File: src/rtl/core/qtn_pkg.sv
// ============================================================================
// qtn_pkg
// Shared constants, command codes, status type and stop-word table of the
// query text normalizer.
// ============================================================================
package qtn_pkg;

  localparam int TERM_BUFFER_BYTES = 8;
  localparam int STOP_WORD_COUNT   = 47;
  localparam int ROM_WORDS         = 47;
  localparam int STOP_MAX_LEN      = 6;
  localparam int HOLD_LIMIT = (TERM_BUFFER_BYTES < STOP_MAX_LEN) ? TERM_BUFFER_BYTES
                                                                 : STOP_MAX_LEN;
  localparam int LEN_W  = $clog2(HOLD_LIMIT + 1);
  localparam int IDX_W  = (HOLD_LIMIT > 1) ? $clog2(HOLD_LIMIT) : 1;
  localparam int WORDS  = (STOP_WORD_COUNT < ROM_WORDS) ? STOP_WORD_COUNT : ROM_WORDS;

  localparam logic [2:0] CMD_NONE  = 3'd0;
  localparam logic [2:0] CMD_LOAD  = 3'd1;
  localparam logic [2:0] CMD_ALNUM = 3'd2;
  localparam logic [2:0] CMD_TERM  = 3'd3;
  localparam logic [2:0] CMD_FINAL = 3'd4;
  localparam logic [2:0] CMD_EMIT  = 3'd5;
  localparam logic [2:0] CMD_FLUSH = 3'd6;

  localparam logic [7:0] CH_LEAD  = 8'hEF;
  localparam logic [7:0] CH_PAGE0 = 8'hBC;
  localparam logic [7:0] CH_PAGE1 = 8'hBD;
  localparam logic [7:0] CH_SPACE = 8'h20;
  localparam logic [7:0] CH_TAB   = 8'h09;

  typedef struct packed {
    logic emit_busy;
    logic can_emit;
    logic out_free;
    logic term_more;
    logic alist_more;
    logic last;
  } qtn_sts_t;

  localparam logic [2:0] STOP_LEN [ROM_WORDS] = '{
    3'd3, 3'd3, 3'd3, 3'd3, 3'd3, 3'd3, 3'd3, 3'd3, 3'd3, 3'd3,
    3'd3, 3'd3, 3'd6, 3'd3, 3'd3, 3'd3, 3'd3, 3'd3, 3'd3, 3'd3,
    3'd3, 3'd3, 3'd3, 3'd6, 3'd3, 3'd3, 3'd6, 3'd3, 3'd3, 3'd2,
    3'd2, 3'd2, 3'd2, 3'd3, 3'd1, 3'd2, 3'd2, 3'd2, 3'd4, 3'd4,
    3'd4, 3'd3, 3'd2, 3'd3, 3'd3, 3'd2, 3'd3
  };

  localparam logic [47:0] STOP_TXT [ROM_WORDS] = '{
    48'hE79A84_000000, 48'hE4BA86_000000, 48'hE59CA8_000000, 48'hE698AF_000000,
    48'hE68891_000000, 48'hE69C89_000000, 48'hE5928C_000000, 48'hE5B0B1_000000,
    48'hE4B88D_000000, 48'hE4BABA_000000, 48'hE983BD_000000, 48'hE4B880_000000,
    48'hE4B880_E4B8AA, 48'hE4B88A_000000, 48'hE4B99F_000000, 48'hE5BE88_000000,
    48'hE588B0_000000, 48'hE8AFB4_000000, 48'hE8A681_000000, 48'hE58EBB_000000,
    48'hE4BDA0_000000, 48'hE4BC9A_000000, 48'hE79D80_000000, 48'hE6B2A1_E69C89,
    48'hE79C8B_000000, 48'hE5A5BD_000000, 48'hE887AA_E5B7B1, 48'hE8BF99_000000,
    48'h746865_000000, 48'h697300_000000, 48'h617400_000000, 48'h6F6600_000000,
    48'h6F6E00_000000, 48'h616E64_000000, 48'h610000_000000, 48'h616E00_000000,
    48'h697400_000000, 48'h746F00_000000, 48'h746861_740000, 48'h746869_730000,
    48'h776974_680000, 48'h666F72_000000, 48'h617300_000000, 48'h776173_000000,
    48'h627574_000000, 48'h626500_000000, 48'h617265_000000
  };

  function automatic logic is_alpha(input logic [7:0] b);
    is_alpha = (b >= 8'h61 && b <= 8'h7A) || (b >= 8'h41 && b <= 8'h5A);
  endfunction

  function automatic logic is_digit(input logic [7:0] b);
    is_digit = (b >= 8'h30 && b <= 8'h39);
  endfunction

  function automatic logic is_stop(input logic [HOLD_LIMIT*8-1:0] txt,
                                   input logic [LEN_W-1:0] len);
    logic hit;
    logic eq;
    hit = 1'b0;
    for (int i = 0; i < WORDS; i++) begin
      eq = (32'(len) == 32'(STOP_LEN[i]));
      for (int k = 0; k < HOLD_LIMIT && k < STOP_MAX_LEN; k++) begin
        if (k < 32'(len) && txt[8*k +: 8] != STOP_TXT[i][47-8*k -: 8]) begin
          eq = 1'b0;
        end
      end
      if (eq) begin
        hit = 1'b1;
      end
    end
    is_stop = hit;
  endfunction

endpackage

File: src/rtl/core/qtn_ifs.sv
// ============================================================================
// qtn_ifs
// Valid/ready channels of the query text normalizer, one word per handshake.
// ============================================================================
interface qtn_in_if;
  logic       valid;
  logic       ready;
  logic [7:0] in_byte;
  logic       in_last;
  modport source (output valid, output in_byte, output in_last, input ready);
  modport sink (input valid, input in_byte, input in_last, output ready);
endinterface

interface qtn_out_if;
  logic       valid;
  logic       ready;
  logic [7:0] out_byte;
  logic       byte_valid;
  logic       out_last;
  modport source (output valid, output out_byte, output byte_valid, output out_last,
                  input ready);
  modport sink (input valid, input out_byte, input byte_valid, input out_last,
                output ready);
endinterface

File: src/rtl/core/qtn_ctrl.sv
// ============================================================================
// qtn_ctrl
// Sequencer that steps one input word through the datapath stages.
// ============================================================================
module qtn_ctrl (
  input  logic              clk,
  input  logic              rst_n,
  input  logic              in_valid,
  output logic              in_ready,
  input  qtn_pkg::qtn_sts_t sts,
  output logic [2:0]        cmd
);
  import qtn_pkg::*;

  localparam logic [1:0] S_IDLE  = 2'd0;
  localparam logic [1:0] S_RUN   = 2'd1;
  localparam logic [1:0] S_FLUSH = 2'd2;

  logic [1:0] state_r, state_nxt;
  logic       fin_r, fin_nxt;

  always_comb begin
    state_nxt = state_r;
    fin_nxt   = fin_r;
    cmd       = CMD_NONE;
    unique case (state_r)
      S_IDLE: begin
        if (in_valid) begin
          cmd       = CMD_LOAD;
          fin_nxt   = 1'b0;
          state_nxt = S_RUN;
        end
      end
      S_RUN: begin
        if (sts.emit_busy) begin
          if (sts.can_emit) begin
            cmd = CMD_EMIT;
          end
        end else if (sts.term_more) begin
          cmd = CMD_TERM;
        end else if (sts.alist_more) begin
          cmd = CMD_ALNUM;
        end else if (sts.last && !fin_r) begin
          cmd     = CMD_FINAL;
          fin_nxt = 1'b1;
        end else begin
          state_nxt = S_FLUSH;
        end
      end
      S_FLUSH: begin
        if (sts.out_free) begin
          cmd       = CMD_FLUSH;
          state_nxt = S_IDLE;
        end
      end
      default: begin
        state_nxt = S_IDLE;
      end
    endcase
  end

  assign in_ready = (state_r == S_IDLE);

  always_ff @(posedge clk) begin
    if (!rst_n) begin
      state_r <= S_IDLE;
      fin_r   <= 1'b0;
    end else begin
      state_r <= state_nxt;
      fin_r   <= fin_nxt;
    end
  end

endmodule

File: src/rtl/core/qtn_dp.sv
// ============================================================================
// qtn_dp
// Datapath: fullwidth decode, class and space handling, repeat filter, term
// store with stop-word test, and the output staging and result registers.
// ============================================================================
module qtn_dp (
  input  logic              clk,
  input  logic              rst_n,
  input  logic [2:0]        cmd,
  input  logic [7:0]        in_byte,
  input  logic              in_last,
  input  logic              out_ready,
  output qtn_pkg::qtn_sts_t sts,
  output logic              out_valid,
  output logic [7:0]        out_byte,
  output logic              byte_valid,
  output logic              out_last
);
  import qtn_pkg::*;

  logic [1:0]       wcnt_r, wcnt_nxt;
  logic [7:0]       wc1_r, wc1_nxt;
  logic [1:0]       pcls_r, pcls_nxt;
  logic             sp_r, sp_nxt;
  logic             cs_r, cs_nxt;
  logic [7:0]       h1_r, h1_nxt, h2_r, h2_nxt;
  logic [1:0]       hcnt_r, hcnt_nxt;
  logic [7:0]       store_r [HOLD_LIMIT];
  logic [7:0]       store_nxt [HOLD_LIMIT];
  logic [LEN_W-1:0] len_r, len_nxt;
  logic             ovf_r, ovf_nxt;
  logic             eb_r, eb_nxt;
  logic [7:0]       abuf_r [3];
  logic [7:0]       abuf_nxt [3];
  logic [1:0]       acnt_r, acnt_nxt, aidx_r, aidx_nxt;
  logic             last_r, last_nxt;
  logic             tqs_r, tqs_nxt, tqv_r, tqv_nxt;
  logic [7:0]       tqc_r, tqc_nxt;
  logic             rel_r, rel_nxt, rclr_r, rclr_nxt;
  logic [LEN_W-1:0] ridx_r, ridx_nxt;
  logic             putv_r, putv_nxt;
  logic [7:0]       putb_r, putb_nxt;
  logic             stgv_r, stgv_nxt;
  logic [7:0]       stgb_r, stgb_nxt;
  logic             ov_r, ov_nxt, obv_r, obv_nxt, ol_r, ol_nxt;
  logic [7:0]       ob_r, ob_nxt;

  logic [HOLD_LIMIT*8-1:0] txt;
  logic                    stop_hit;
  logic                    out_free;
  logic [7:0]              a, lc, conv, eb_byte;
  logic [1:0]              cls;
  logic                    conv_ok, keep, drop, tsp;
  logic [LEN_W-1:0]        ridx_m1;

  always_comb begin
    for (int k = 0; k < HOLD_LIMIT; k++) begin
      txt[8*k +: 8] = store_r[k];
    end
  end

  assign stop_hit = is_stop(txt, len_r);
  assign out_free = !ov_r || out_ready;
  assign ridx_m1  = ridx_r - LEN_W'(1);

  assign sts.emit_busy  = rel_r || putv_r;
  assign sts.can_emit   = !stgv_r || out_free;
  assign sts.out_free   = out_free;
  assign sts.term_more  = tqs_r || tqv_r;
  assign sts.alist_more = (aidx_r != acnt_r);
  assign sts.last       = last_r;

  assign out_valid  = ov_r;
  assign out_byte   = ob_r;
  assign byte_valid = obv_r;
  assign out_last   = ol_r;

  always_comb begin
    conv_ok = 1'b0;
    conv    = in_byte;
    if (wc1_r == CH_PAGE0 && in_byte == 8'h80) begin
      conv_ok = 1'b1;
      conv    = CH_SPACE;
    end else if (wc1_r == CH_PAGE0 && ((in_byte >= 8'hA1 && in_byte <= 8'hBA) ||
                                       (in_byte >= 8'h90 && in_byte <= 8'h99))) begin
      conv_ok = 1'b1;
      conv    = in_byte - 8'h60;
    end else if (wc1_r == CH_PAGE1 && in_byte >= 8'h81 && in_byte <= 8'h9A) begin
      conv_ok = 1'b1;
      conv    = in_byte - 8'h20;
    end
  end

  always_comb begin
    wcnt_nxt = wcnt_r;  wc1_nxt = wc1_r;   pcls_nxt = pcls_r;
    sp_nxt   = sp_r;    cs_nxt  = cs_r;    h1_nxt   = h1_r;    h2_nxt = h2_r;
    hcnt_nxt = hcnt_r;  store_nxt = store_r; len_nxt = len_r;  ovf_nxt = ovf_r;
    eb_nxt   = eb_r;    abuf_nxt = abuf_r; acnt_nxt = acnt_r;  aidx_nxt = aidx_r;
    last_nxt = last_r;  tqs_nxt = tqs_r;   tqv_nxt = tqv_r;    tqc_nxt = tqc_r;
    rel_nxt  = rel_r;   rclr_nxt = rclr_r; ridx_nxt = ridx_r;
    putv_nxt = putv_r;  putb_nxt = putb_r; stgv_nxt = stgv_r;  stgb_nxt = stgb_r;
    ov_nxt   = ov_r && !out_ready;
    ob_nxt   = ob_r;    obv_nxt = obv_r;   ol_nxt = ol_r;
    a = abuf_r[aidx_r];
    cls = 2'd0; lc = a; keep = 1'b0; drop = 1'b0; tsp = 1'b0;
    eb_byte = CH_SPACE;

    unique case (cmd)
      CMD_LOAD: begin
        last_nxt = in_last;
        aidx_nxt = 2'd0;
        acnt_nxt = 2'd0;
        wcnt_nxt = 2'd0;
        abuf_nxt[0] = CH_LEAD;
        abuf_nxt[1] = in_byte;
        abuf_nxt[2] = CH_LEAD;
        case (wcnt_r)
          2'd0: begin
            if (in_byte == CH_LEAD) begin
              if (in_last) acnt_nxt = 2'd1;
              else wcnt_nxt = 2'd1;
            end else begin
              abuf_nxt[0] = in_byte;
              acnt_nxt    = 2'd1;
            end
          end
          2'd1: begin
            if (in_byte == CH_PAGE0 || in_byte == CH_PAGE1) begin
              if (in_last) begin
                acnt_nxt = 2'd2;
              end else begin
                wcnt_nxt = 2'd2;
                wc1_nxt  = in_byte;
              end
            end else if (in_byte == CH_LEAD) begin
              if (in_last) begin
                acnt_nxt = 2'd2;
              end else begin
                acnt_nxt = 2'd1;
                wcnt_nxt = 2'd1;
              end
            end else begin
              acnt_nxt = 2'd2;
            end
          end
          default: begin
            abuf_nxt[1] = wc1_r;
            if (conv_ok) begin
              abuf_nxt[0] = conv;
              acnt_nxt    = 2'd1;
            end else if (in_byte == CH_LEAD) begin
              if (in_last) begin
                acnt_nxt = 2'd3;
              end else begin
                acnt_nxt = 2'd2;
                wcnt_nxt = 2'd1;
              end
            end else begin
              abuf_nxt[2] = in_byte;
              acnt_nxt    = 2'd3;
            end
          end
        endcase
      end
      CMD_ALNUM: begin
        aidx_nxt = aidx_r + 2'd1;
        cls = is_alpha(a) ? 2'd1 : (is_digit(a) ? 2'd2 : 2'd0);
        pcls_nxt = cls;
        if (((pcls_r == 2'd1 && cls == 2'd2) || (pcls_r == 2'd2 && cls == 2'd1)) && cs_r) begin
          sp_nxt = 1'b1;
        end
        lc = (a >= 8'h41 && a <= 8'h5A) ? a + 8'h20 : a;
        tqc_nxt = lc;
        tqv_nxt = 1'b0;
        if (lc == CH_SPACE || lc == CH_TAB) begin
          if (cs_r) sp_nxt = 1'b1;
        end else begin
          tsp    = sp_nxt;
          sp_nxt = 1'b0;
          cs_nxt = 1'b1;
          if (tsp) begin
            h2_nxt = h1_nxt;
            h1_nxt = CH_SPACE;
            if (hcnt_nxt != 2'd2) hcnt_nxt = hcnt_nxt + 2'd1;
          end
          keep = is_alpha(lc) || is_digit(lc) || lc >= 8'h80 || lc == 8'h27 ||
                 lc == 8'h2D || lc == 8'h5F;
          if (keep) begin
            drop = hcnt_nxt == 2'd2 && is_alpha(lc) && lc == h1_nxt && h1_nxt == h2_nxt;
            h2_nxt = h1_nxt;
            h1_nxt = lc;
            if (hcnt_nxt != 2'd2) hcnt_nxt = hcnt_nxt + 2'd1;
            tqv_nxt = !drop;
          end
        end
        tqs_nxt = tsp;
      end
      CMD_TERM: begin
        if (tqs_r) begin
          tqs_nxt = 1'b0;
          if (!ovf_r && len_r != '0 && !stop_hit) begin
            rel_nxt  = 1'b1;
            rclr_nxt = 1'b1;
            ridx_nxt = eb_r ? LEN_W'(0) : LEN_W'(1);
          end else begin
            len_nxt = '0;
            ovf_nxt = 1'b0;
          end
        end else begin
          tqv_nxt = 1'b0;
          if (ovf_r) begin
            putv_nxt = 1'b1;
            putb_nxt = tqc_r;
          end else if (32'(len_r) < HOLD_LIMIT) begin
            store_nxt[len_r[IDX_W-1:0]] = tqc_r;
            len_nxt = len_r + LEN_W'(1);
          end else begin
            rel_nxt  = 1'b1;
            rclr_nxt = 1'b0;
            ridx_nxt = eb_r ? LEN_W'(0) : LEN_W'(1);
            putv_nxt = 1'b1;
            putb_nxt = tqc_r;
            ovf_nxt  = 1'b1;
          end
        end
      end
      CMD_FINAL: begin
        tqs_nxt = 1'b1;
        sp_nxt  = 1'b0;
      end
      CMD_EMIT: begin
        if (rel_r) begin
          if (ridx_r != '0) eb_byte = store_r[ridx_m1[IDX_W-1:0]];
          if (ridx_r == len_r) begin
            rel_nxt = 1'b0;
            eb_nxt  = 1'b1;
            if (rclr_r) begin
              len_nxt = '0;
              ovf_nxt = 1'b0;
            end
          end else begin
            ridx_nxt = ridx_r + LEN_W'(1);
          end
        end else begin
          eb_byte  = putb_r;
          putv_nxt = 1'b0;
        end
        if (stgv_r) begin
          ov_nxt  = 1'b1;
          ob_nxt  = stgb_r;
          obv_nxt = 1'b1;
          ol_nxt  = 1'b0;
        end
        stgv_nxt = 1'b1;
        stgb_nxt = eb_byte;
      end
      CMD_FLUSH: begin
        stgv_nxt = 1'b0;
        if (last_r || stgv_r) begin
          ov_nxt  = 1'b1;
          ob_nxt  = stgv_r ? stgb_r : 8'h00;
          obv_nxt = stgv_r;
          ol_nxt  = last_r;
        end
        if (last_r) begin
          wcnt_nxt = 2'd0; pcls_nxt = 2'd0; sp_nxt = 1'b0; cs_nxt = 1'b0;
          h1_nxt = 8'h00; h2_nxt = 8'h00; hcnt_nxt = 2'd0;
          len_nxt = '0; ovf_nxt = 1'b0; eb_nxt = 1'b0;
        end
      end
      default: begin
      end
    endcase
  end

  always_ff @(posedge clk) begin
    if (!rst_n) begin
      wcnt_r <= 2'd0; pcls_r <= 2'd0; sp_r <= 1'b0; cs_r <= 1'b0;
      h1_r <= 8'h00; h2_r <= 8'h00; hcnt_r <= 2'd0;
      len_r <= '0; ovf_r <= 1'b0; eb_r <= 1'b0;
      acnt_r <= 2'd0; aidx_r <= 2'd0; last_r <= 1'b0;
      tqs_r <= 1'b0; tqv_r <= 1'b0; rel_r <= 1'b0; putv_r <= 1'b0;
      stgv_r <= 1'b0; ov_r <= 1'b0;
    end else begin
      wcnt_r <= wcnt_nxt; pcls_r <= pcls_nxt; sp_r <= sp_nxt; cs_r <= cs_nxt;
      h1_r <= h1_nxt; h2_r <= h2_nxt; hcnt_r <= hcnt_nxt;
      len_r <= len_nxt; ovf_r <= ovf_nxt; eb_r <= eb_nxt;
      acnt_r <= acnt_nxt; aidx_r <= aidx_nxt; last_r <= last_nxt;
      tqs_r <= tqs_nxt; tqv_r <= tqv_nxt; rel_r <= rel_nxt; putv_r <= putv_nxt;
      stgv_r <= stgv_nxt; ov_r <= ov_nxt;
    end
    wc1_r <= wc1_nxt; store_r <= store_nxt; abuf_r <= abuf_nxt; tqc_r <= tqc_nxt;
    rclr_r <= rclr_nxt; ridx_r <= ridx_nxt; putb_r <= putb_nxt; stgb_r <= stgb_nxt;
    ob_r <= ob_nxt; obv_r <= obv_nxt; ol_r <= ol_nxt;
  end

endmodule

File: src/rtl/core/query_text_normalizer.sv
// ============================================================================
// query_text_normalizer
// Streaming normalizer for search query text, one byte word in per step.
// Each input word is loaded and decoded; its characters and term bytes are
// stepped through the filters and the term store, held term bytes are
// released through the staging register, and a flush moves staging into the
// result register. One word at a time: a new word is taken only when idle.
// Reset clears the query control state, counters and the result valid.
// ============================================================================
module query_text_normalizer (
  input logic      clk,
  input logic      rst_n,
  qtn_in_if.sink   in_ch,
  qtn_out_if.source out_ch
);
  import qtn_pkg::*;

  qtn_sts_t   sts;
  logic [2:0] cmd;

  qtn_ctrl u_ctrl (
    .clk      (clk),
    .rst_n    (rst_n),
    .in_valid (in_ch.valid),
    .in_ready (in_ch.ready),
    .sts      (sts),
    .cmd      (cmd)
  );

  qtn_dp u_dp (
    .clk        (clk),
    .rst_n      (rst_n),
    .cmd        (cmd),
    .in_byte    (in_ch.in_byte),
    .in_last    (in_ch.in_last),
    .out_ready  (out_ch.ready),
    .sts        (sts),
    .out_valid  (out_ch.valid),
    .out_byte   (out_ch.out_byte),
    .byte_valid (out_ch.byte_valid),
    .out_last   (out_ch.out_last)
  );

endmodule

File: src/flat_wrapper.sv
// flat-port wrapper written by rule: the top's interface ports become plain ports
module query_text_normalizer_flat import qtn_pkg::*;
  (clk, rst_n, in_ch_valid, in_ch_in_byte, in_ch_in_last, in_ch_ready, out_ch_valid, out_ch_out_byte, out_ch_byte_valid, out_ch_out_last, out_ch_ready);
  qtn_in_if in_ch_i ();
  qtn_out_if out_ch_i ();
  input logic clk;
  input logic rst_n;
  input wire logic [$bits(in_ch_i.valid)-1:0] in_ch_valid;
  input wire logic [$bits(in_ch_i.in_byte)-1:0] in_ch_in_byte;
  input wire logic [$bits(in_ch_i.in_last)-1:0] in_ch_in_last;
  output wire logic [$bits(in_ch_i.ready)-1:0] in_ch_ready;
  output wire logic [$bits(out_ch_i.valid)-1:0] out_ch_valid;
  output wire logic [$bits(out_ch_i.out_byte)-1:0] out_ch_out_byte;
  output wire logic [$bits(out_ch_i.byte_valid)-1:0] out_ch_byte_valid;
  output wire logic [$bits(out_ch_i.out_last)-1:0] out_ch_out_last;
  input wire logic [$bits(out_ch_i.ready)-1:0] out_ch_ready;
  assign in_ch_i.valid = in_ch_valid;
  assign in_ch_i.in_byte = in_ch_in_byte;
  assign in_ch_i.in_last = in_ch_in_last;
  assign in_ch_ready = in_ch_i.ready;
  assign out_ch_valid = out_ch_i.valid;
  assign out_ch_out_byte = out_ch_i.out_byte;
  assign out_ch_byte_valid = out_ch_i.byte_valid;
  assign out_ch_out_last = out_ch_i.out_last;
  assign out_ch_i.ready = out_ch_ready;
  query_text_normalizer u_core (.clk(clk), .rst_n(rst_n), .in_ch(in_ch_i), .out_ch(out_ch_i));
endmodule
File: config.mk
export PLATFORM = sky130hd
export DESIGN_NAME = query_text_normalizer_flat
export DESIGN_NICKNAME = d
export VERILOG_FILES = /design/src/rtl/core/qtn_pkg.sv /design/src/rtl/core/qtn_ifs.sv /design/src/rtl/core/qtn_ctrl.sv /design/src/rtl/core/qtn_dp.sv /design/src/rtl/core/query_text_normalizer.sv /design/src/flat_wrapper.sv
export SDC_FILE = /design/constraint.sdc
export NUM_CORES = 1
export LEC_CHECK = 0
export BUFFER_PORTS_ARGS = -buffer_cell sky130_fd_sc_hd__buf_4
export CAP_MARGIN = 5
export CORE_MARGIN = 2
export CORE_UTILIZATION = 40
export DETAILED_ROUTE_END_ITERATION = 8
export HOLD_SLACK_MARGIN = 0.15
export MAX_ROUTING_LAYER = met4
export PLACE_DENSITY = 0.54
export SYNTH_ARGS = -nofsm -noshare
export SYNTH_HDL_FRONTEND = slang
export SYNTH_SLANG_ARGS = --single-unit
File: constraint.sdc
create_clock -name clk -period 4.3 [get_ports clk]
set_input_delay 0.43 -clock clk [delete_from_list [all_inputs] [get_ports clk]]
set_output_delay 0.43 -clock clk [all_outputs]
set_load 0.01 [all_outputs]
# Yosys cells after proc, flatten, opt, wreduce, memory -nomap -nowiden
# Index checks and enable logic that the tools add are counted.
[op_classes] n_addsub=9 mul=0 n_div=0 magnitude_cmp=30 eq_ne=152 shift=0 n_mux=459 bitwise=6 n_reduce_logical=179
[ops] cell="!= test 8 bit, second input constant" n=61
[ops] cell="two-way mux 1 bit" n=352
[ops] cell="two-way mux 8 bit" n=30
[ops] cell="!= test 8 x 7 -> 1 bit, second input constant" n=28
[ops] cell="logical AND 1 bit" n=117
[ops] cell="one-hot mux 8 bit (2 select lines)" n=4
[ops] cell="two-way mux 3 bit" n=20
[ops] cell="two-way mux 2 bit" n=25
[ops] cell="bitwise mux 48 bit" n=1
[ops] cell="== test 8 bit, second input constant" n=6
[ops] cell="!= test 2 bit, second input constant" n=21
[ops] cell="nonzero test 8 bit" n=5
[ops] cell="greater-or-equal comparator 8 x 7 -> 1 bit, second input constant" n=4
[ops] cell="greater-or-equal comparator 8 bit, second input constant" n=4
[ops] cell="<= comparator 8 x 7 -> 1 bit, second input constant" n=4
[ops] cell="binary-select mux 8 bit (select 3 bit)" n=1
[ops] cell="demux 8 bit (select 3 bit)" n=1
[ops] cell="== test 8 x 6 -> 1 bit, second input constant" n=3
[ops] cell="<= comparator 8 bit, second input constant" n=3
[ops] cell="one-hot mux 2 bit (2 select lines)" n=6
[ops] cell="AND reduction 4 bit" n=6
[ops] cell="AND reduction 6 bit" n=4
[ops] cell="one-hot mux 1 bit (2 select lines)" n=10
[ops] cell="!= test 3 bit, second input constant" n=6
[ops] cell="other kinds (45)" n=113
[word_totals] ff_bits=161 latch_bits=0 ram_bits=0 mem_bits_ro=0 in_bits=13 word_cells=874 n_memories=0

# Depth between registers and ports, before layout
# Gate-level depths: netlist (run 1).
[depth] ltp_word=60 mapped_depth=19 depth_no_buf=17

# Cells and area by module
# A second synthesis (run 1) with hierarchy kept.
[unflattened] hier_cells=924 hier_area_um2=9499.1
[by_module_without_submodules] module="qtn_dp" instances=1 cells_per_inst=899 area_each_um2=9266.4 seq_area_each_um2=4344.2
[by_module_without_submodules] module="qtn_ctrl" instances=1 cells_per_inst=25 area_each_um2=232.7 seq_area_each_um2=60.1

# Worst setup path after synthesis (run 1)
# Ideal clock, no wire load.
[synth_timing] path_kind="register to register" startpoint="reg u_core.u_dp.aidx_r[0]" endpoint="reg u_core.u_dp.tqv_r" arrival_ns=3.246 required_time_ns=4.171 path_slack_ns=0.925 stages_incl_launch_ff=17 period_less_slack_ns=3.375 cell_sequence="dfxtp_1 buf_6 mux2i_2 a2bb2oi_4 clkinv_1 a21oi_1 nor3_1 or3_1 a41o_1 buf_4 mux2i_1 ha_1 nand4b_1 nor3_1 o211ai_1 nor4_1 a31oi_1"
[synth_via] elab_chain_cells=25
[synth_rtl] item="start: declaration" line_no="qtn_dp.sv:35" text="logic [1:0] acnt_r, acnt_nxt, aidx_r, aidx_nxt;"
[synth_rtl] item="start signal: assignment" line_no="qtn_dp.sv:288" text="acnt_r <= acnt_nxt; aidx_r <= aidx_nxt; last_r <= last_nxt;"
[synth_rtl] item="NOT 2 -> 3 bit (not written as such) *" line_no="qtn_dp.sv:104" text="a = abuf_r[aidx_r];"
[synth_rtl] item="binary-select mux 8 bit (select 2 bit) *" line_no="qtn_dp.sv:104"
[synth_rtl] item="two-way mux 8 bit (not written as such) * (2 in a row)" line_no="qtn_dp.sv:104"
[synth_rtl] item="net u_core.u_dp.a[2]" line_no="qtn_dp.sv:51" text="logic [7:0] a, lc, conv, eb_byte;"
[synth_rtl] item="greater-or-equal comparator 8 x 6 -> 1 bit, or another cell as far along" line_no="qtn_pkg.sv:69" text="is_digit = (b >= 8'h30 && b <= 8'h39);"
[synth_rtl] item="logical AND 1 bit (on tied branches)" line_no="qtn_pkg.sv:69, qtn_pkg.sv:65, qtn_dp.sv:172"
[synth_rtl] item="two-way mux 2 bit or logical OR 1 bit (tied branches)" line_no="qtn_dp.sv:167, qtn_pkg.sv:65"
[synth_rtl] item="two-way mux 2 bit" line_no="qtn_dp.sv:167" text="cls = is_alpha(a) ? 2'd1 : (is_digit(a) ? 2'd2 : 2'd0);"
[synth_rtl] item="(+7 left out)"
[synth_rtl] item="two-way mux 2 bit" line_no="qtn_dp.sv:175" text="if (lc == CH_SPACE || lc == CH_TAB) begin"
[synth_rtl] item="two-way mux 2 bit" line_no="qtn_dp.sv:108" text="unique case (cmd)"
[synth_rtl] item="== test 2 bit" line_no="qtn_dp.sv:189" text="drop = hcnt_nxt == 2'd2 && is_alpha(lc) && lc == h1_nxt && h1_nxt == h2_nxt;"
[synth_rtl] item="logical AND 1 bit (3 in a row)" line_no="qtn_dp.sv:189"
[synth_rtl] item="logical NOT 1 bit" line_no="qtn_dp.sv:193" text="tqv_nxt = !drop;"
[synth_rtl] item="two-way mux 1 bit" line_no="qtn_dp.sv:188" text="if (keep) begin"
[synth_rtl] item="two-way mux 1 bit *" line_no="qtn_dp.sv:175"
[synth_rtl] item="one-hot mux 1 bit (2 select lines) *" line_no="qtn_dp.sv:108"
[synth_rtl] item="end signal: assignment" line_no="qtn_dp.sv:289" text="tqs_r <= tqs_nxt; tqv_r <= tqv_nxt; rel_r <= rel_nxt; putv_r <= putv_nxt;"
[synth_rtl] item="end: declaration" line_no="qtn_dp.sv:37" text="logic tqs_r, tqs_nxt, tqv_r, tqv_nxt;"
# The timed path passes the listed nets; every way through them passes the cells marked *. The select of a mux whose other input is x is not followed.
# A chain may end at the register's enable or synchronous reset.

# Worst setup path in the final report (run 1)
[layout_timing] startpoint="reg u_core.u_dp.aidx_r[0]" endpoint="reg u_core.u_dp.tqv_r"
[layout_via] elab_chain_cells=25
[layout_rtl] item="NOT 2 -> 3 bit (not written as such)" line_no="qtn_dp.sv:104"
[layout_rtl] item="binary-select mux 8 bit (select 2 bit)" line_no="qtn_dp.sv:104"
[layout_rtl] item="two-way mux 8 bit (not written as such) (2 in a row)" line_no="qtn_dp.sv:104"
[layout_rtl] item="greater-or-equal comparator 8 x 6 -> 1 bit, or another cell as far along" line_no="qtn_pkg.sv:69"
[layout_rtl] item="logical AND 1 bit (on tied branches)" line_no="qtn_pkg.sv:69, qtn_pkg.sv:65, qtn_dp.sv:172"
[layout_rtl] item="two-way mux 2 bit or logical OR 1 bit (tied branches)" line_no="qtn_dp.sv:167, qtn_pkg.sv:65"
[layout_rtl] item="two-way mux 2 bit" line_no="qtn_dp.sv:167"
[layout_rtl] item="== test 2 bit or == test 2 x 1 -> 1 bit (tied branches)" line_no="qtn_dp.sv:169" text="if (((pcls_r == 2'd1 && cls == 2'd2) || (pcls_r == 2'd2 && cls == 2'd1)) && cs_r) begin"
[layout_rtl] item="(+6 left out)"
[layout_rtl] item="two-way mux 2 bit" line_no="qtn_dp.sv:175"
[layout_rtl] item="two-way mux 2 bit" line_no="qtn_dp.sv:108"
[layout_rtl] item="== test 2 bit" line_no="qtn_dp.sv:189"
[layout_rtl] item="logical AND 1 bit (3 in a row)" line_no="qtn_dp.sv:189"
[layout_rtl] item="logical NOT 1 bit" line_no="qtn_dp.sv:193"
[layout_rtl] item="two-way mux 1 bit" line_no="qtn_dp.sv:188"
[layout_rtl] item="two-way mux 1 bit" line_no="qtn_dp.sv:175"
[layout_rtl] item="one-hot mux 1 bit (2 select lines)" line_no="qtn_dp.sv:108"
# Several ways; a longest one is shown, not always the timed one. The select of a mux whose other input is x is not followed.

==> results of run 1 <==
## metal layers
| metal | global-route usage [%] | part of all wire [%] | vias up |
|---|---|---|---|
| met1 | 28.91 | 44 | 3632 |
| li1 | - | - | 3539 |
| met3 | 3.621 | 4.8 | 49 |
| met5 | - | 0 | - |
| met2 | 35.75 | 48 | 248 |
| met4 | 7.981 | 2.9 | 0 |
## layout make-up
| cell class | instances | area share (%) |
|---|---|---|
| Tap cell | 285 | 3.440 |
| Clock inverter | 15 | 1.919 |
| Sequential cell | 161 | 42.48 |
| Timing Repair Buffer | 59 | 4.272 |
| Clock buffer | 17 | 4.103 |
| Multi-Input combinational cell | 653 | 42.45 |
| Inverter | 37 | 1.340 |
## power by group
group	leakage (nW)	switching (mW)	total (mW)	internal, mW
clock	0.307	0.673	1.61	0.937
sequential	1.40	0.0815	1.83	1.75
combinational	1.80	0.332	0.526	0.194
## critical path: stages, from the launching register on
cell and delay [ns]:
dfxtp_1 0.65, nor2b_1 0.10, buf_4 0.21, a2bb2oi_2 0.39
nand3_1 0.24, nor3_1 0.41, or3_1 0.22, a41o_1 0.29
mux2i_1 0.33, ha_1 0.20, nand4b_1 0.09, nor3_1 0.18
o211ai_1 0.11, nor4_1 0.24, a31oi_1 0.11
## per-stage QoR
step	power, mW	worst slack [ns]	hold slack [ns]	utilization [%]	std cells
after global placement	2.392	0.5600	0.4565	43.30	1195
after detailed placement	2.388	0.4672	0.4614	43.30	1195
after floorplan	2.215	0.9255	0.4064	-	896
after CTS	3.992	0.4427	0.2247	46.07	1227
final	3.968	0.3991	0.2418	46.07	1227
after global routing	4.126	0.06837	0.2348	46.07	1227
## flip-flops by register name (all words and copies together), names as in the netlist, 3 cells and up
name / cells
u_core.u_dp.tqc_r: 8
u_core.u_dp.putb_r: 8
u_core.u_dp.h2_r: 8
u_core.u_dp.ridx_r: 3
u_core.u_dp.store_r: 48
u_core.u_dp.wc1_r: 8
u_core.u_dp.h1_r: 8
u_core.u_dp.len_r: 3
u_core.u_dp.abuf_r: 24
u_core.u_dp.out_byte: 8
u_core.u_dp.stgb_r: 8
## synth_stat cells (all sizes together), types with 5 or more instances
cell type | count | share of area [%]
edfxtp | 118 | 39
nand2 | 79 | 3.2
nor2 | 76 | 3.2
a21oi | 47 | 2.8
dfxtp | 43 | 9.4
o21ai | 43 | 2.4
clkbuf | 34 | 1.4
inv | 30 | 1.2
nand3 | 28 | 1.5
nor3 | 27 | 1.5
mux2i | 24 | 2.7
nor2b | 22 | 1.5
nor4 | 21 | 1.4
nand4 | 20 | 1.4
a31oi | 19 | 1.5
ha | 14 | 1.9
nor4b | 13 | 1.2
o2bb2ai | 13 | 1.2
or3 | 13 | 0.95
buf | 11 | 0.77
nand2b | 10 | 0.77
nand4b | 10 | 0.96
xnor2 | 10 | 0.96
a22oi | 9 | 0.74
o22ai | 9 | 0.62
a2bb2oi | 8 | 1.2
mux4 | 8 | 2.0
nor3b | 8 | 0.66
a221oi | 7 | 0.67
a22o | 7 | 0.67
and2 | 7 | 0.48
clkinv | 7 | 0.29
nor4bb | 7 | 0.77
and3 | 6 | 0.41
and4b | 6 | 0.66
a21o | 5 | 0.41
mux2 | 5 | 0.62
or4b | 5 | 0.55
## layout by cell type (no fill, tap or decap), types with 23 or more instances in the layout
cell type,synthesis,layout
a21oi_1,44,44
buf_4,1,59
dfxtp_1,43,43
edfxtp_1,118,118
inv_1,30,30
mux2i_1,23,23
nand2_1,79,79
nand3_1,28,28
nor2_1,75,75
nor3_1,26,26
o21ai_0,41,41
## final timing paths
path | cells past startpoint | to | slack (ns) | startpoint
worst min register to register | 2 | u_core.u_dp.acnt_r[0] | 0.47 | u_core.u_dp.acnt_r[0]
worst max-delay path | 14 | u_core.u_dp.tqv_r | 0.40 | u_core.u_dp.aidx_r[0]
worst min-delay path | 1 | u_core.u_dp.wc1_r[0] | 0.24 | in_ch_in_byte[0]
worst max register to register | 14 | u_core.u_dp.tqv_r | 0.40 | u_core.u_dp.aidx_r[0]
## cells by family (layout without fill, tap and decap cells)
logic type                 Yosys count  count (layout)  share of synthesized area [%]
muxes                               37              37                          5.259
adders and majority gates           14              14                          1.918
and+or+nand+nor                    370             370                          22.35
buffers and inverters               82             128                          3.685
AOI/OAI and AO/OA                  218             218                          17.23
xor gates and xnor gates            14              14                          1.342
DFF                                161             161                          48.21
==> metrics.cfg, run 1 <==
[cts]
clock_sinks=161
cts_hold_buf=0
clkTransAtPathRegs_ns=0.07
clk_path_buf_depth=2
worstSkewPairLatency_ns=0.43
cts_setup_buffers=0
cts.repair.resized=0
numCtsBuffers=17
cts_max_level=4
root_buffer=clkbuf_16
cts_tree=done

[timing]
tightest_slew_ns=1.219
relSlewSlack_pct=18.15
slew_violations=0
tns_ns=0
fmax_ghz=0.2564
finalHoldViolCount=0
min_period_ns=3.901
setup_violations=0
timing.final.crit_share_pct=90.72
fin_worst_skew_ns=0.01195
rsz0062_at_grt=false

[power]
ir_worst_vdd_mv=0.2758
powerDensity_nw_per_um2=382.7
p_leak_nw=3.502

[route]
drc_errors=0
drt-initial-drc-count=634
ant_nets=0
vias_per_cell=6.086
drt_wl_total_mm=25.87
wire_per_inst_um=21.08
vias=7468
dr.pass1.iters=7

[logic_synthesis]
ys_types=83
yosys_most_used_dff=edfxtp_1
syn_area_um2=9135
synth_warnings=0
synth_edf_count=118
synthCells=896
async_reset_ff_share_pct=0
ys_ff_latch=161
syn_nets=923
avgSynthCellArea_um2=10.20
ys_seq_area_share_pct=48.21

[critical_path]
path_class=reg -> reg
arrival_ns=4.20
endpoint_kind=flop
required_ns=4.60
cp-start-kind=flop
worst-path-max-fanout=10

[floorplan]
die_width_um=155.1
ios=25
die_area_um2=24060
start_util_pct=40.59
core_area_um2=22500
die_height_um=155.1
rows=55

[cells_and_area]
area_growth_pct=13.49
n_antenna_cell=0
design_area_um2=10370
fill_cells=2091
multi_input_area_um2=4400
drive_gt1_share_pct=13.91
seq_area_um2=4404
nets=956

[global_routing]
gr-total-overflow=0
grt_first_pass_wirelength_mm=40.61
grt_usage_pct=22.36
grt_max_degree=31
grt_antenna_before_repair=0
grt_pass1_vias=7126

[min_path]
hp-class=in -> reg

[placement]
post_dp_cell_area_um2=9743
place.gp.congestion=0.9560
dpl.hpwl_mm=19.19
io_buffers=24

[status]
outcome=finished clean

[run]
max_cap_viol_count=0

No activity file was read; power rests on OpenSTA's default activity.
==> run 2, diff against run 1 <==
Clock period 4.3 ns to 3.9 ns, I/O delays scaled along.
==> metrics.cfg, run 2 (synthesis results as in run 1) <==
[status]
outcome=finished clean

[global_routing]
grt_antenna_before_repair=0  ; unchanged
grt_pass1_vias=7236  ; +1.5%
grt_usage_pct=22.66  ; +0.30 points
grt_first_pass_wirelength_mm=41.05  ; +1.1%
use_met3_pct=3.900  ; +0.28 points
gr-total-overflow=0  ; unchanged
met1_usage_pct=29.06  ; +0.15 points
busiest_layer=met2
grtUsageMet2_pct=36.04  ; +0.30 points
grt_max_degree=31  ; unchanged

[cts]
clkTransAtPathRegs_ns=0.06  ; about the same
cts_hold_buf=0  ; unchanged
worstSkewPairLatency_ns=0.43  ; about the same
cts_max_level=4  ; unchanged
root_buffer=clkbuf_16
cts_tree=done
clock_sinks=161  ; unchanged
numCtsBuffers=17  ; unchanged
clk_path_buf_depth=2  ; unchanged

[timing]
tightest_slew_ns=1.130  ; -0.08913 ns
min_period_ns=3.598  ; -0.3027 ns
timing.final.crit_share_pct=92.26  ; +1.5 points
slew_violations=0  ; unchanged
fin_worst_skew_ns=0.01711  ; +0.005162 ns
finalHoldViolCount=0  ; unchanged
setup_violations=0  ; unchanged
tns_ns=0  ; unchanged
fmax_ghz=0.2779  ; +8.4%
relSlewSlack_pct=23.65  ; +5.5 points
rsz0062_at_grt=false

[min_path]
hold_end=u_core.u_dp.wc1_r[6]
hold_path_startpoint=in_ch_in_byte[6]
holdPathStages=1  ; unchanged
hp-class=in -> reg

[route]
drc_errors=0  ; unchanged
vias_per_cell=6.089  ; about the same
vias=7502  ; +0.46%
dr.pass1.iters=5  ; -2
ant_nets=0  ; unchanged
drt_wl_total_mm=26.25  ; +1.5%
wire_per_inst_um=21.30  ; +1.0%
drt-initial-drc-count=652  ; +2.8%

[cells_and_area]
nets=961  ; +0.52%
design_area_um2=10440  ; +0.69%
area_growth_pct=14.27
drive_gt1_share_pct=14.78  ; +0.88 points
largest_reg_flops=48  ; unchanged
reg_top3=u_core.u_dp.store_r: 48 flops, u_core.u_dp.abuf_r: 24 flops
final_cell_mix=edfxtp_1, nand2_1, nor2_1
largest-register=u_core.u_dp.store_r
layout_commonest_cell=edfxtp_1
n_antenna_cell=0  ; unchanged

[floorplan]
die_width_um=155.1  ; unchanged
start_util_pct=40.59  ; unchanged
core_area_um2=22500  ; unchanged
ios=25  ; unchanged
die_area_um2=24060  ; unchanged
rows=55  ; unchanged
die_height_um=155.1  ; unchanged

[placement]
place.gp.congestion=0.9270  ; -3.0%
post_dp_cell_area_um2=9766  ; +0.23%
dpl.hpwl_mm=19.55  ; +1.9%
io_buffers=24  ; unchanged

[critical_path]
rrSetupSlack_ns=0.30  ; -0.10 ns
worst-path-max-fanout=6  ; -4
rr_startpoint=u_core.u_dp.aidx_r[0]
endpoint_kind=flop
arrival_ns=3.88  ; -0.32 ns
path_class=reg -> reg
r2r-end=u_core.u_dp.tqv_r
cp-start-kind=flop
required_ns=4.19  ; -0.41 ns
reg2reg_depth=15  ; +1

[power]
p_leak_nw=3.522  ; +0.56%
powerDensity_nw_per_um2=423.8  ; +11%
ir_worst_vdd_mv=0.3072  ; +11%

[run]
max_cap_viol_count=0  ; unchanged

## run 2: cell count changes in the layout (fill, tap and decap cells not counted), moves of 2 or more
cell        change
buf_4           +5
inv_8           -3
clkinv_1        +2
clkinv_2        -2
clkinvlp_4      +2
## run 2: worst max-delay path by stage
stage	end	cells past startpoint	slack [ns]	from
floorplan	u_core.u_dp.tqv_r	16	0.53	u_core.u_dp.aidx_r[0]
global placement	u_core.u_dp.tqv_r	14	0.23	u_core.u_dp.aidx_r[0]
detailed placement	u_core.u_dp.tqv_r	14	0.10	u_core.u_dp.aidx_r[0]
CTS	u_core.u_dp.tqv_r	14	0.11	u_core.u_dp.aidx_r[0]
global route	u_core.u_dp.tqv_r	15	0.003	u_core.u_dp.aidx_r[0]
finish	u_core.u_dp.tqv_r	15	0.30	u_core.u_dp.aidx_r[0]
## run 2: per-layer routing
| layer | up-vias | wire length (um) |
|---|---|---|
| met5 | - | 0 |
| met4 | 0 | 867 |
| met3 | 54 | 1170 |
| met2 | 264 | 12540 |
| met1 | 3645 | 11670 |
| li1 | 3539 | - |
## run 2: what timing repair did
item / in CTS / in global routing
setup buffers: 0 / 2
endpoints found under the setup margin: 0 / 1
resized for setup: 0 / 6
## run 2: layout make-up
type / count / area, um2
clock inverters: 15 / 207.7
multi-input cells: 653 / 4424
repair buffers: 64 / 480.5
flip-flops and latches: 161 / 4405
inverters: 37 / 138.9
clock buffers: 17 / 425.4
fillers: 2107 / 12060
well taps: 285 / 356.6
## run 2: through the flow
stage                     hold WS [ns]  power [mW]  std cells  utilization, %  setup WS, ns
final                           0.2027       4.424       1232           46.39        0.3018
after global routing            0.1963       4.596       1232           46.39      0.002971
after CTS                       0.1960       4.433       1230           46.21        0.1135
after detailed placement        0.4659       2.648       1198           43.40        0.1048
after global placement          0.4577       2.655       1198           43.40        0.2290
after floorplan                 0.4064       2.442        896               -        0.5255
## run 2: where the power goes
part / switching, mW / leakage [nW] / internal [mW]
Clock: 0.714 / 0.299 / 1.08
Combinational: 0.384 / 1.83 / 0.231
Sequential: 0.0828 / 1.40 / 1.93
## run 2: worst max-delay path: stages (launching register included)
cell and delay, ns:
dfxtp_2 0.39, buf_4 0.19, mux2i_1 0.22, a2bb2oi_2 0.26, inv_1 0.16, a21oi_1 0.17
nor3_1 0.09, or3_1 0.39, a41o_2 0.36, mux2i_2 0.26, ha_1 0.19, nand4b_1 0.09
nor3_1 0.20, o211ai_1 0.13, nor4_2 0.23, a31oi_1 0.13
